<file path="src/rtl/core/awt_pkg.sv">
package awt_pkg;

    localparam int CHANNELS    = 8;
    localparam int WINDOW_BITS = 32;
    localparam int CH_W        = (CHANNELS > 1) ? $clog2(CHANNELS) : 1;
    localparam int CHAN_IN_W   = 8;
    localparam int CMD_W       = 3;
    localparam int SEQ_W       = 32;
    localparam int QUEUE_DEPTH = 2;
    localparam int QPTR_W      = $clog2(QUEUE_DEPTH);
    localparam int QCNT_W      = $clog2(QUEUE_DEPTH + 1);

    localparam logic [SEQ_W-1:0] WIN_MASK =
        SEQ_W'((64'd1 << WINDOW_BITS) - 64'd1);
    localparam logic [SEQ_W-1:0] WIN_SIZE = SEQ_W'(WINDOW_BITS);

    // input command codes
    localparam logic [CMD_W-1:0] CMD_SEND  = 3'd0;
    localparam logic [CMD_W-1:0] CMD_RECV  = 3'd1;
    localparam logic [CMD_W-1:0] CMD_ACK   = 3'd2;
    localparam logic [CMD_W-1:0] CMD_QUERY = 3'd3;
    localparam logic [CMD_W-1:0] CMD_CLEAR = 3'd4;

    // decoded operation codes
    typedef logic [2:0] op_t;
    localparam op_t OP_SEND  = 3'd0;
    localparam op_t OP_RECV  = 3'd1;
    localparam op_t OP_ACK   = 3'd2;
    localparam op_t OP_QUERY = 3'd3;
    localparam op_t OP_CLEAR = 3'd4;
    localparam op_t OP_NOP   = 3'd5;

    typedef struct packed {
        op_t             op;
        logic            ch_ok;
        logic [CH_W-1:0] ch;
        logic [SEQ_W-1:0] seq;
        logic [SEQ_W-1:0] ack;
        logic [SEQ_W-1:0] bits;
    } work_t;

    typedef struct packed {
        logic [SEQ_W-1:0] ns;
        logic [SEQ_W-1:0] hr;
        logic [SEQ_W-1:0] rw;
        logic [SEQ_W-1:0] pa;
        logic [SEQ_W-1:0] pw;
    } chan_t;

    localparam chan_t CHAN_RESET = '{
        ns: SEQ_W'(1), hr: '0, rw: '0, pa: '0, pw: '0
    };

endpackage

</file>
<file path="src/rtl/core/awt_if.sv">
interface awt_req_if
    import awt_pkg::*;
();
    logic                 valid;
    logic                 ready;
    logic [CMD_W-1:0]     command;
    logic [CHAN_IN_W-1:0] channel;
    logic [SEQ_W-1:0]     seq_value;
    logic [SEQ_W-1:0]     ack_value;
    logic [SEQ_W-1:0]     ack_bits_in;

    modport source (output valid, command, channel, seq_value, ack_value, ack_bits_in,
                    input ready);
    modport sink   (input valid, command, channel, seq_value, ack_value, ack_bits_in,
                    output ready);
endinterface

interface awt_rsp_if
    import awt_pkg::*;
();
    logic             valid;
    logic             ready;
    logic             flag;
    logic [SEQ_W-1:0] send_seq;
    logic [SEQ_W-1:0] local_ack;
    logic [SEQ_W-1:0] local_ack_bits;
    logic             channel_ok;

    modport source (output valid, flag, send_seq, local_ack, local_ack_bits, channel_ok,
                    input ready);
    modport sink   (input valid, flag, send_seq, local_ack, local_ack_bits, channel_ok,
                    output ready);
endinterface

</file>
<file path="src/rtl/core/awt_front.sv">
module awt_front
    import awt_pkg::*;
(
    awt_req_if.sink req,
    output logic    push_valid,
    input  logic    push_ready,
    output work_t   push_data
);

    always_comb
    begin
        push_data.ch_ok = ({1'b0, req.channel} < (CHAN_IN_W + 1)'(CHANNELS));
        push_data.ch    = CH_W'(req.channel);
        push_data.seq   = req.seq_value;
        push_data.ack   = req.ack_value;
        push_data.bits  = req.ack_bits_in;
        unique case (req.command)
            CMD_SEND:  push_data.op = OP_SEND;
            CMD_RECV:  push_data.op = OP_RECV;
            CMD_ACK:   push_data.op = OP_ACK;
            CMD_QUERY: push_data.op = OP_QUERY;
            CMD_CLEAR: push_data.op = OP_CLEAR;
            default:   push_data.op = OP_NOP;
        endcase
    end

    assign push_valid = req.valid;
    assign req.ready  = push_ready;

endmodule

</file>
<file path="src/rtl/core/awt_fifo.sv">
module awt_fifo
    import awt_pkg::*;
(
    input  logic  clk,
    input  logic  rst_n,
    input  logic  push_valid,
    output logic  push_ready,
    input  work_t push_data,
    output logic  pop_valid,
    input  logic  pop_ready,
    output work_t pop_data
);

    work_t               mem_reg [QUEUE_DEPTH];
    logic [QPTR_W-1:0]   wr_ptr_reg, wr_ptr_next;
    logic [QPTR_W-1:0]   rd_ptr_reg, rd_ptr_next;
    logic [QCNT_W-1:0]   cnt_reg, cnt_next;
    logic                push, pop;

    assign push_ready = (cnt_reg != QCNT_W'(QUEUE_DEPTH));
    assign pop_valid  = (cnt_reg != '0);
    assign pop_data   = mem_reg[rd_ptr_reg];
    assign push       = push_valid && push_ready;
    assign pop        = pop_valid && pop_ready;

    always_comb
    begin
        wr_ptr_next = wr_ptr_reg;
        rd_ptr_next = rd_ptr_reg;
        cnt_next    = cnt_reg;
        if (push)
        begin
            wr_ptr_next = (wr_ptr_reg == QPTR_W'(QUEUE_DEPTH - 1)) ? '0 : wr_ptr_reg + 1'b1;
        end
        if (pop)
        begin
            rd_ptr_next = (rd_ptr_reg == QPTR_W'(QUEUE_DEPTH - 1)) ? '0 : rd_ptr_reg + 1'b1;
        end
        if (push && !pop)
        begin
            cnt_next = cnt_reg + 1'b1;
        end
        else if (pop && !push)
        begin
            cnt_next = cnt_reg - 1'b1;
        end
    end

    always_ff @(posedge clk or negedge rst_n)
    begin
        if (!rst_n)
        begin
            wr_ptr_reg <= '0;
            rd_ptr_reg <= '0;
            cnt_reg    <= '0;
        end
        else
        begin
            wr_ptr_reg <= wr_ptr_next;
            rd_ptr_reg <= rd_ptr_next;
            cnt_reg    <= cnt_next;
        end
    end

    always_ff @(posedge clk)
    begin
        if (push)
        begin
            mem_reg[wr_ptr_reg] <= push_data;
        end
    end

endmodule

</file>
<file path="src/rtl/core/awt_back.sv">
module awt_back
    import awt_pkg::*;
(
    input  logic      clk,
    input  logic      rst_n,
    input  logic      pop_valid,
    output logic      pop_ready,
    input  work_t     pop_data,
    awt_rsp_if.source rsp
);

    chan_t            tbl_reg [CHANNELS];
    chan_t            cur, nxt;
    logic             flag;
    logic [SEQ_W-1:0] sent;
    logic [SEQ_W-1:0] d_r, d_q;
    logic [4:0]       d_r_m1, d_q_m1;
    logic [63:0]      w64;
    logic [SEQ_W-1:0] bit_r;
    logic             pop;

    logic             out_valid_reg;
    logic             flag_reg;
    logic [SEQ_W-1:0] send_seq_reg;
    logic [SEQ_W-1:0] local_ack_reg;
    logic [SEQ_W-1:0] local_bits_reg;
    logic             ch_ok_reg;

    assign pop_ready = !out_valid_reg || rsp.ready;
    assign pop       = pop_valid && pop_ready;

    always_comb
    begin
        cur    = tbl_reg[pop_data.ch];
        nxt    = cur;
        flag   = 1'b0;
        sent   = '0;
        d_r    = (pop_data.seq > cur.hr) ? pop_data.seq - cur.hr : cur.hr - pop_data.seq;
        d_q    = cur.pa - pop_data.seq;
        d_r_m1 = 5'(d_r - 1'b1);
        d_q_m1 = 5'(d_q - 1'b1);
        w64    = ({32'd0, cur.rw} << d_r[5:0]) | (64'd1 << d_r_m1);
        bit_r  = SEQ_W'(1) << d_r_m1;
        if (pop_data.ch_ok)
        begin
            unique case (pop_data.op)
                OP_SEND:
                begin
                    sent   = cur.ns;
                    nxt.ns = cur.ns + 1'b1;
                end
                OP_RECV:
                begin
                    priority if (pop_data.seq == '0)
                    begin
                        flag = 1'b0;
                    end
                    else if (cur.hr == '0)
                    begin
                        nxt.hr = pop_data.seq;
                        nxt.rw = '0;
                        flag   = 1'b1;
                    end
                    else if (pop_data.seq == cur.hr)
                    begin
                        flag = 1'b0;
                    end
                    else if (pop_data.seq > cur.hr)
                    begin
                        nxt.hr = pop_data.seq;
                        nxt.rw = (d_r <= WIN_SIZE) ? (w64[SEQ_W-1:0] & WIN_MASK) : '0;
                        flag   = 1'b1;
                    end
                    else if (d_r > WIN_SIZE)
                    begin
                        flag = 1'b0;
                    end
                    else if ((cur.rw & bit_r) != '0)
                    begin
                        flag = 1'b0;
                    end
                    else
                    begin
                        nxt.rw = cur.rw | bit_r;
                        flag   = 1'b1;
                    end
                end
                OP_ACK:
                begin
                    if (!(pop_data.ack == cur.pa && pop_data.bits == cur.pw) &&
                        (pop_data.ack > cur.pa ||
                         (cur.pa == '0 && pop_data.ack == '0 && pop_data.bits != '0)))
                    begin
                        nxt.pa = pop_data.ack;
                        nxt.pw = pop_data.bits;
                    end
                end
                OP_QUERY:
                begin
                    priority if (pop_data.seq == '0)
                    begin
                        flag = 1'b0;
                    end
                    else if (pop_data.seq == cur.pa)
                    begin
                        flag = 1'b1;
                    end
                    else if (cur.pa == '0 || pop_data.seq > cur.pa || d_q > WIN_SIZE)
                    begin
                        flag = 1'b0;
                    end
                    else
                    begin
                        flag = cur.pw[d_q_m1];
                    end
                end
                OP_CLEAR:
                begin
                    nxt = CHAN_RESET;
                end
                default:
                begin
                    nxt = cur;
                end
            endcase
        end
    end

    always_ff @(posedge clk or negedge rst_n)
    begin
        if (!rst_n)
        begin
            for (int i = 0; i < CHANNELS; i++)
            begin
                tbl_reg[i] <= CHAN_RESET;
            end
            out_valid_reg <= 1'b0;
        end
        else
        begin
            if (pop && pop_data.ch_ok)
            begin
                tbl_reg[pop_data.ch] <= nxt;
            end
            if (pop)
            begin
                out_valid_reg <= 1'b1;
            end
            else if (rsp.ready)
            begin
                out_valid_reg <= 1'b0;
            end
        end
    end

    always_ff @(posedge clk)
    begin
        if (pop)
        begin
            flag_reg       <= flag;
            send_seq_reg   <= sent;
            local_ack_reg  <= pop_data.ch_ok ? nxt.hr : '0;
            local_bits_reg <= pop_data.ch_ok ? nxt.rw : '0;
            ch_ok_reg      <= pop_data.ch_ok;
        end
    end

    assign rsp.valid          = out_valid_reg;
    assign rsp.flag           = flag_reg;
    assign rsp.send_seq       = send_seq_reg;
    assign rsp.local_ack      = local_ack_reg;
    assign rsp.local_ack_bits = local_bits_reg;
    assign rsp.channel_ok     = ch_ok_reg;

endmodule

</file>
<file path="src/rtl/core/per_channel_ack_window_tracker.sv">
// An accepted transaction is written into the queue, then executed by a read-modify-write of
// the per-channel table in the back end and held in the result register until taken.
// Throughput: one transaction per cycle while rsp.ready is high; a two-entry queue separates
// decode from execution. Reset: rst_n asynchronous, active low; every channel returns to next
// send 1 and all other state zero, the queue and the result register empty.
module per_channel_ack_window_tracker
    import awt_pkg::*;
(
    input  logic      clk,
    input  logic      rst_n,
    awt_req_if.sink   req,
    awt_rsp_if.source rsp
);

    logic  push_valid, push_ready;
    work_t push_data;
    logic  pop_valid, pop_ready;
    work_t pop_data;

    awt_front u_front (
        .req        (req),
        .push_valid (push_valid),
        .push_ready (push_ready),
        .push_data  (push_data)
    );

    awt_fifo u_fifo (
        .clk        (clk),
        .rst_n      (rst_n),
        .push_valid (push_valid),
        .push_ready (push_ready),
        .push_data  (push_data),
        .pop_valid  (pop_valid),
        .pop_ready  (pop_ready),
        .pop_data   (pop_data)
    );

    awt_back u_back (
        .clk       (clk),
        .rst_n     (rst_n),
        .pop_valid (pop_valid),
        .pop_ready (pop_ready),
        .pop_data  (pop_data),
        .rsp       (rsp)
    );

endmodule

</file>
<file path="src/flat_wrapper.sv">
// flat-port wrapper written by rule: the top's interface ports become plain ports
module per_channel_ack_window_tracker_flat import awt_pkg::*;
  (clk, rst_n, req_valid, req_command, req_channel, req_seq_value, req_ack_value, req_ack_bits_in, req_ready, rsp_valid, rsp_flag, rsp_send_seq, rsp_local_ack, rsp_local_ack_bits, rsp_channel_ok, rsp_ready);
  awt_req_if req_i ();
  awt_rsp_if rsp_i ();
  input  logic clk;
  input  logic rst_n;
  input wire logic [$bits(req_i.valid)-1:0] req_valid;
  input wire logic [$bits(req_i.command)-1:0] req_command;
  input wire logic [$bits(req_i.channel)-1:0] req_channel;
  input wire logic [$bits(req_i.seq_value)-1:0] req_seq_value;
  input wire logic [$bits(req_i.ack_value)-1:0] req_ack_value;
  input wire logic [$bits(req_i.ack_bits_in)-1:0] req_ack_bits_in;
  output wire logic [$bits(req_i.ready)-1:0] req_ready;
  output wire logic [$bits(rsp_i.valid)-1:0] rsp_valid;
  output wire logic [$bits(rsp_i.flag)-1:0] rsp_flag;
  output wire logic [$bits(rsp_i.send_seq)-1:0] rsp_send_seq;
  output wire logic [$bits(rsp_i.local_ack)-1:0] rsp_local_ack;
  output wire logic [$bits(rsp_i.local_ack_bits)-1:0] rsp_local_ack_bits;
  output wire logic [$bits(rsp_i.channel_ok)-1:0] rsp_channel_ok;
  input wire logic [$bits(rsp_i.ready)-1:0] rsp_ready;
  assign req_i.valid = req_valid;
  assign req_i.command = req_command;
  assign req_i.channel = req_channel;
  assign req_i.seq_value = req_seq_value;
  assign req_i.ack_value = req_ack_value;
  assign req_i.ack_bits_in = req_ack_bits_in;
  assign req_ready = req_i.ready;
  assign rsp_valid = rsp_i.valid;
  assign rsp_flag = rsp_i.flag;
  assign rsp_send_seq = rsp_i.send_seq;
  assign rsp_local_ack = rsp_i.local_ack;
  assign rsp_local_ack_bits = rsp_i.local_ack_bits;
  assign rsp_channel_ok = rsp_i.channel_ok;
  assign rsp_i.ready = rsp_ready;
  per_channel_ack_window_tracker u_core (.clk(clk), .rst_n(rst_n), .req(req_i), .rsp(rsp_i));
endmodule
</file>
<file path="config.mk">
export PLATFORM = sky130hd
export DESIGN_NAME = per_channel_ack_window_tracker_flat
export DESIGN_NICKNAME = d
export VERILOG_FILES = /design/src/rtl/core/awt_pkg.sv /design/src/rtl/core/awt_if.sv /design/src/rtl/core/awt_front.sv /design/src/rtl/core/awt_fifo.sv /design/src/rtl/core/awt_back.sv /design/src/rtl/core/per_channel_ack_window_tracker.sv /design/src/flat_wrapper.sv
export SDC_FILE = /design/constraint.sdc
export NUM_CORES = 2
export LEC_CHECK = 0
export ABC_AREA = 1
export BUFFER_PORTS_ARGS = -buffer_cell sky130_fd_sc_hd__buf_2
export CAP_MARGIN = 20
export CORE_UTILIZATION = 30
export CTS_BUF_LIST = sky130_fd_sc_hd__clkbuf_16
export CTS_CLUSTER_SIZE = 28
export DETAILED_ROUTE_END_ITERATION = 8
export GPL_ROUTABILITY_DRIVEN = 0
export GPL_TIMING_DRIVEN = 0
export PLACE_DENSITY = 0.52
export SLEW_MARGIN = 20
export SYNTH_ARGS = -nofsm -noshare
export SYNTH_HDL_FRONTEND = slang
export SYNTH_SLANG_ARGS = --single-unit
</file>
<file path="constraint.sdc">
create_clock -name clk -period 11.6 [get_ports clk]
set_clock_uncertainty 0.15 [all_clocks]
set_input_delay 2.32 -clock clk [delete_from_list [all_inputs] [get_ports clk]]
set_output_delay 2.32 -clock clk [all_outputs]
set_load 0.02 [all_outputs]
</file>
==> flow_summary.json <==
{
  "wire_per_inst_um": 26.55,
  "yosys-top-cells-area": "dfrtp_1 37%, nand2_1 24%, edfxtp_1 11%",
  "reg2reg_setup_slack_ns": 2.11,
  "status": "completed",
  "grt_pass1_vias": 81108,
  "mostFrequentLayoutCells": "5573 x nand2_1, 1277 x dfrtp_1, 832 x nand3_1",
  "synthCells": 11726,
  "dp_cells": 15786,
  "num_rows": 197,
  "htree_levels": 4,
  "grt.total_usage_pct": 28.61,
  "synth_edf_count": 304,
  "fmax_mhz": 105.4,
  "min_from": "u_core.u_fifo.cnt_reg[0]",
  "crit_path_top_delay_cell": "buf_2",
  "antenna_found_initial": 43,
  "initial_utilization_pct": 30.15,
  "numClockSinks": 1589,
  "p_leak_nw": 50.29,
  "yosysSeqAreaShare_pct": 47.53,
  "rsz0062_at_grt": "false",
  "worstSetupPathType": "reg -> reg",
  "hold_viol_final": 0,
  "worstSetupEndpointType": "flip-flop",
  "antenna_left": 0,
  "dieArea_um2": 291700,
  "grt_max_degree": 128,
  "cts_tree": "yes",
  "drtIter0Drc": 12484,
  "io_pins": 211,
  "finalNonFillerCells": 16147,
  "numCtsBuffers": 191,
  "drive_above_1_share_pct": 9.021,
  "critical_path.most_common_cell": "nand2_1",
  "critPathArrivalTime_ns": 9.90,
  "grt_first_pass_wirelength_um": 602500,
  "drv_slew": 0,
  "cts_setup_buffers": 0,
  "synth_area_um2": 86870,
  "synth_top_area_share_pct": 36.78,
  "worstSetupStartpoint": "u_core.u_fifo.rd_ptr_reg",
  "ir_drop_mv": 0.3229,
  "viasPerCell": 5.410,
  "clkTransAtPathRegs_ns": 0.06,
  "io_buffers": 210,
  "max-clock-path-buffers": 4,
  "required_ns": 12.02,
  "setup_ws_ns": 2.113,
  "grt_overflow": 0,
  "synth_top_flop_cell": "dfrtp_1",
  "drc": 0,
  "final_common_cell": "nand2_1",
  "worst-path-max-fanout": 10,
  "core_area_um2": 288100,
  "die_w_um": 540.1,
  "ys_types": 66,
  "syn_to_final_growth_pct": 15.33,
  "period_share_pct": 81.78,
  "setup_tns_ns": 0,
  "tightestPinTransition_ns": 1.342,
  "place_ws_ns": 2.280,
  "yosysWarnings": 0,
  "clockRootBuffer": "clkbuf_16",
  "die_h_um": 540.1,
  "vias": 87359,
  "powerDensity_nw_per_um2": 376.8,
  "yosysTopAreaCell": "dfrtp_1",
  "wl_um": 428800,
  "first_pass_iters": 7,
  "ctsHoldBuffers": 0,
  "max-slew-margin-rel_pct": 10.55,
  "async_reset_ff_share_pct": 80.87,
  "period_minus_slack_ns": 9.487,
  "reg2reg_from": "u_core.u_fifo.rd_ptr_reg",
  "setup_viol": 0,
  "startpoint_type": "flip-flop",
  "synth_nets": 11970,
  "yosys_register_bits": 1589,
  "dpl_cell_area_um2": 94230,
  "synth_area_per_cell_um2": 7.409,
  "fin_area_um2": 100200,
  "clkLatencyLatePin_ns": 0.91,
  "maxCapViolCount": 0,
  "hpwl_um": 306400,
  "largest_reg_flops": 1280,
  "max_stage_delay_ns": 0.73,
  "nNetsFinal": 12442,
  "cts_resized": 0,
  "hp-class": "reg -> reg"
}
-- final cells by class --
type,count,area (um^2)
Clock inverter,149,1033
Sequential cell,1589,41290
Inverter,700,2628
Fill cell,30982,188000
Buffer,644,2962
Antenna cell,17,42.54
Timing Repair Buffer,279,2354
Clock buffer,195,4880
Tap cell,3781,4731
Multi-Input combinational cell,8793,40260
-- where the power goes --
group          internal (mW)  leakage, nW  switching, mW
Combinational           5.73         26.8           17.4
Sequential              7.72         20.4          0.936
Clock                   3.32         3.09           2.62
Total                   16.8         50.3           21.0
-- cell usage after synthesis (4+ instances only) --
| master | n |
|---|---|
| dfstp_2 | 8 |
| o21bai_1 | 11 |
| a21o_1 | 7 |
| o2bb2ai_1 | 21 |
| a22oi_1 | 167 |
| nor2_1 | 386 |
| ha_1 | 130 |
| nor4_1 | 23 |
| clkinv_1 | 7 |
| nor2_4 | 4 |
| nor2_2 | 14 |
| o22ai_1 | 55 |
| mux2i_1 | 20 |
| nand4_1 | 131 |
| or2_2 | 69 |
| xor2_1 | 63 |
| buf_1 | 57 |
| nand3_1 | 832 |
| buf_2 | 162 |
| buf_6 | 14 |
| nand3_2 | 8 |
| nand2_1 | 5573 |
| buf_4 | 51 |
| o21a_1 | 14 |
| inv_2 | 29 |
| nand2_2 | 47 |
| inv_1 | 664 |
| a31oi_1 | 10 |
| a21oi_1 | 320 |
| dfrtp_1 | 1277 |
| and2_1 | 11 |
| nor3_1 | 42 |
| a221oi_1 | 59 |
| o21ai_2 | 71 |
| nand3b_1 | 12 |
| a211oi_1 | 10 |
| xnor2_1 | 20 |
| a22o_1 | 25 |
| o21ai_1 | 110 |
| edfxtp_1 | 304 |
| o21ai_0 | 416 |
| clkbuf_1 | 357 |
| and3_1 | 38 |
| o211ai_1 | 42 |
-- kinds of logic after synthesis --
group           after synthesis  synth area share (%)
compound gates             1351                 9.452
xor+xnor                     83                0.8368
fa+ha+maj                   133                 1.941
buf+inv                    1344                 6.386
flops                      1589                 47.53
mux                          20                0.2304
simple gates               7206                 33.62
-- path summary, 6_finish.rpt --
path | cells past startpoint | end
setup / recovery | 38 | u_core.u_back.rsp.flag
hold / removal | 1 | u_core.u_fifo.cnt_reg[0]
setup reg to reg | 38 | u_core.u_back.rsp.flag
hold reg to reg | 1 | u_core.u_fifo.cnt_reg[0]
max in group asynchronous | 5 | u_core.u_back.tbl_reg[91]
min in group asynchronous | 1 | u_core.u_back.tbl_reg[216]
-- per-stage QoR --
stage,utilization (%),total power [mW],hold slack (ns)
after floorplan,-,21.90,0.2958
after global placement,32.16,30.64,0.3119
after detailed placement,32.70,30.92,0.3137
after CTS,34.75,36.87,0.3258
after global routing,34.76,39.61,0.3388
final,34.77,37.75,0.3241
-- metal layers --
metal	vias up	share of wire, %	routed length, um	global-route usage, %
met5	-	0.095	409	0.2959
met4	48	5.7	24310	14.11
met3	1085	12	50960	8.853
met2	5039	42	181000	42.60
met1	42440	40	172100	37.35
li1	38747	-	-	-
-- critical path, delay by kind of cell (launching register included) --
family / cells / cell delay, ns
fa+ha+maj: 1 / 0.32
simple gates: 24 / 3.99
flops: 1 / 0.32
buf+inv: 9 / 3.27
compound gates: 4 / 1.00
(Power assumes the default switching activity.)
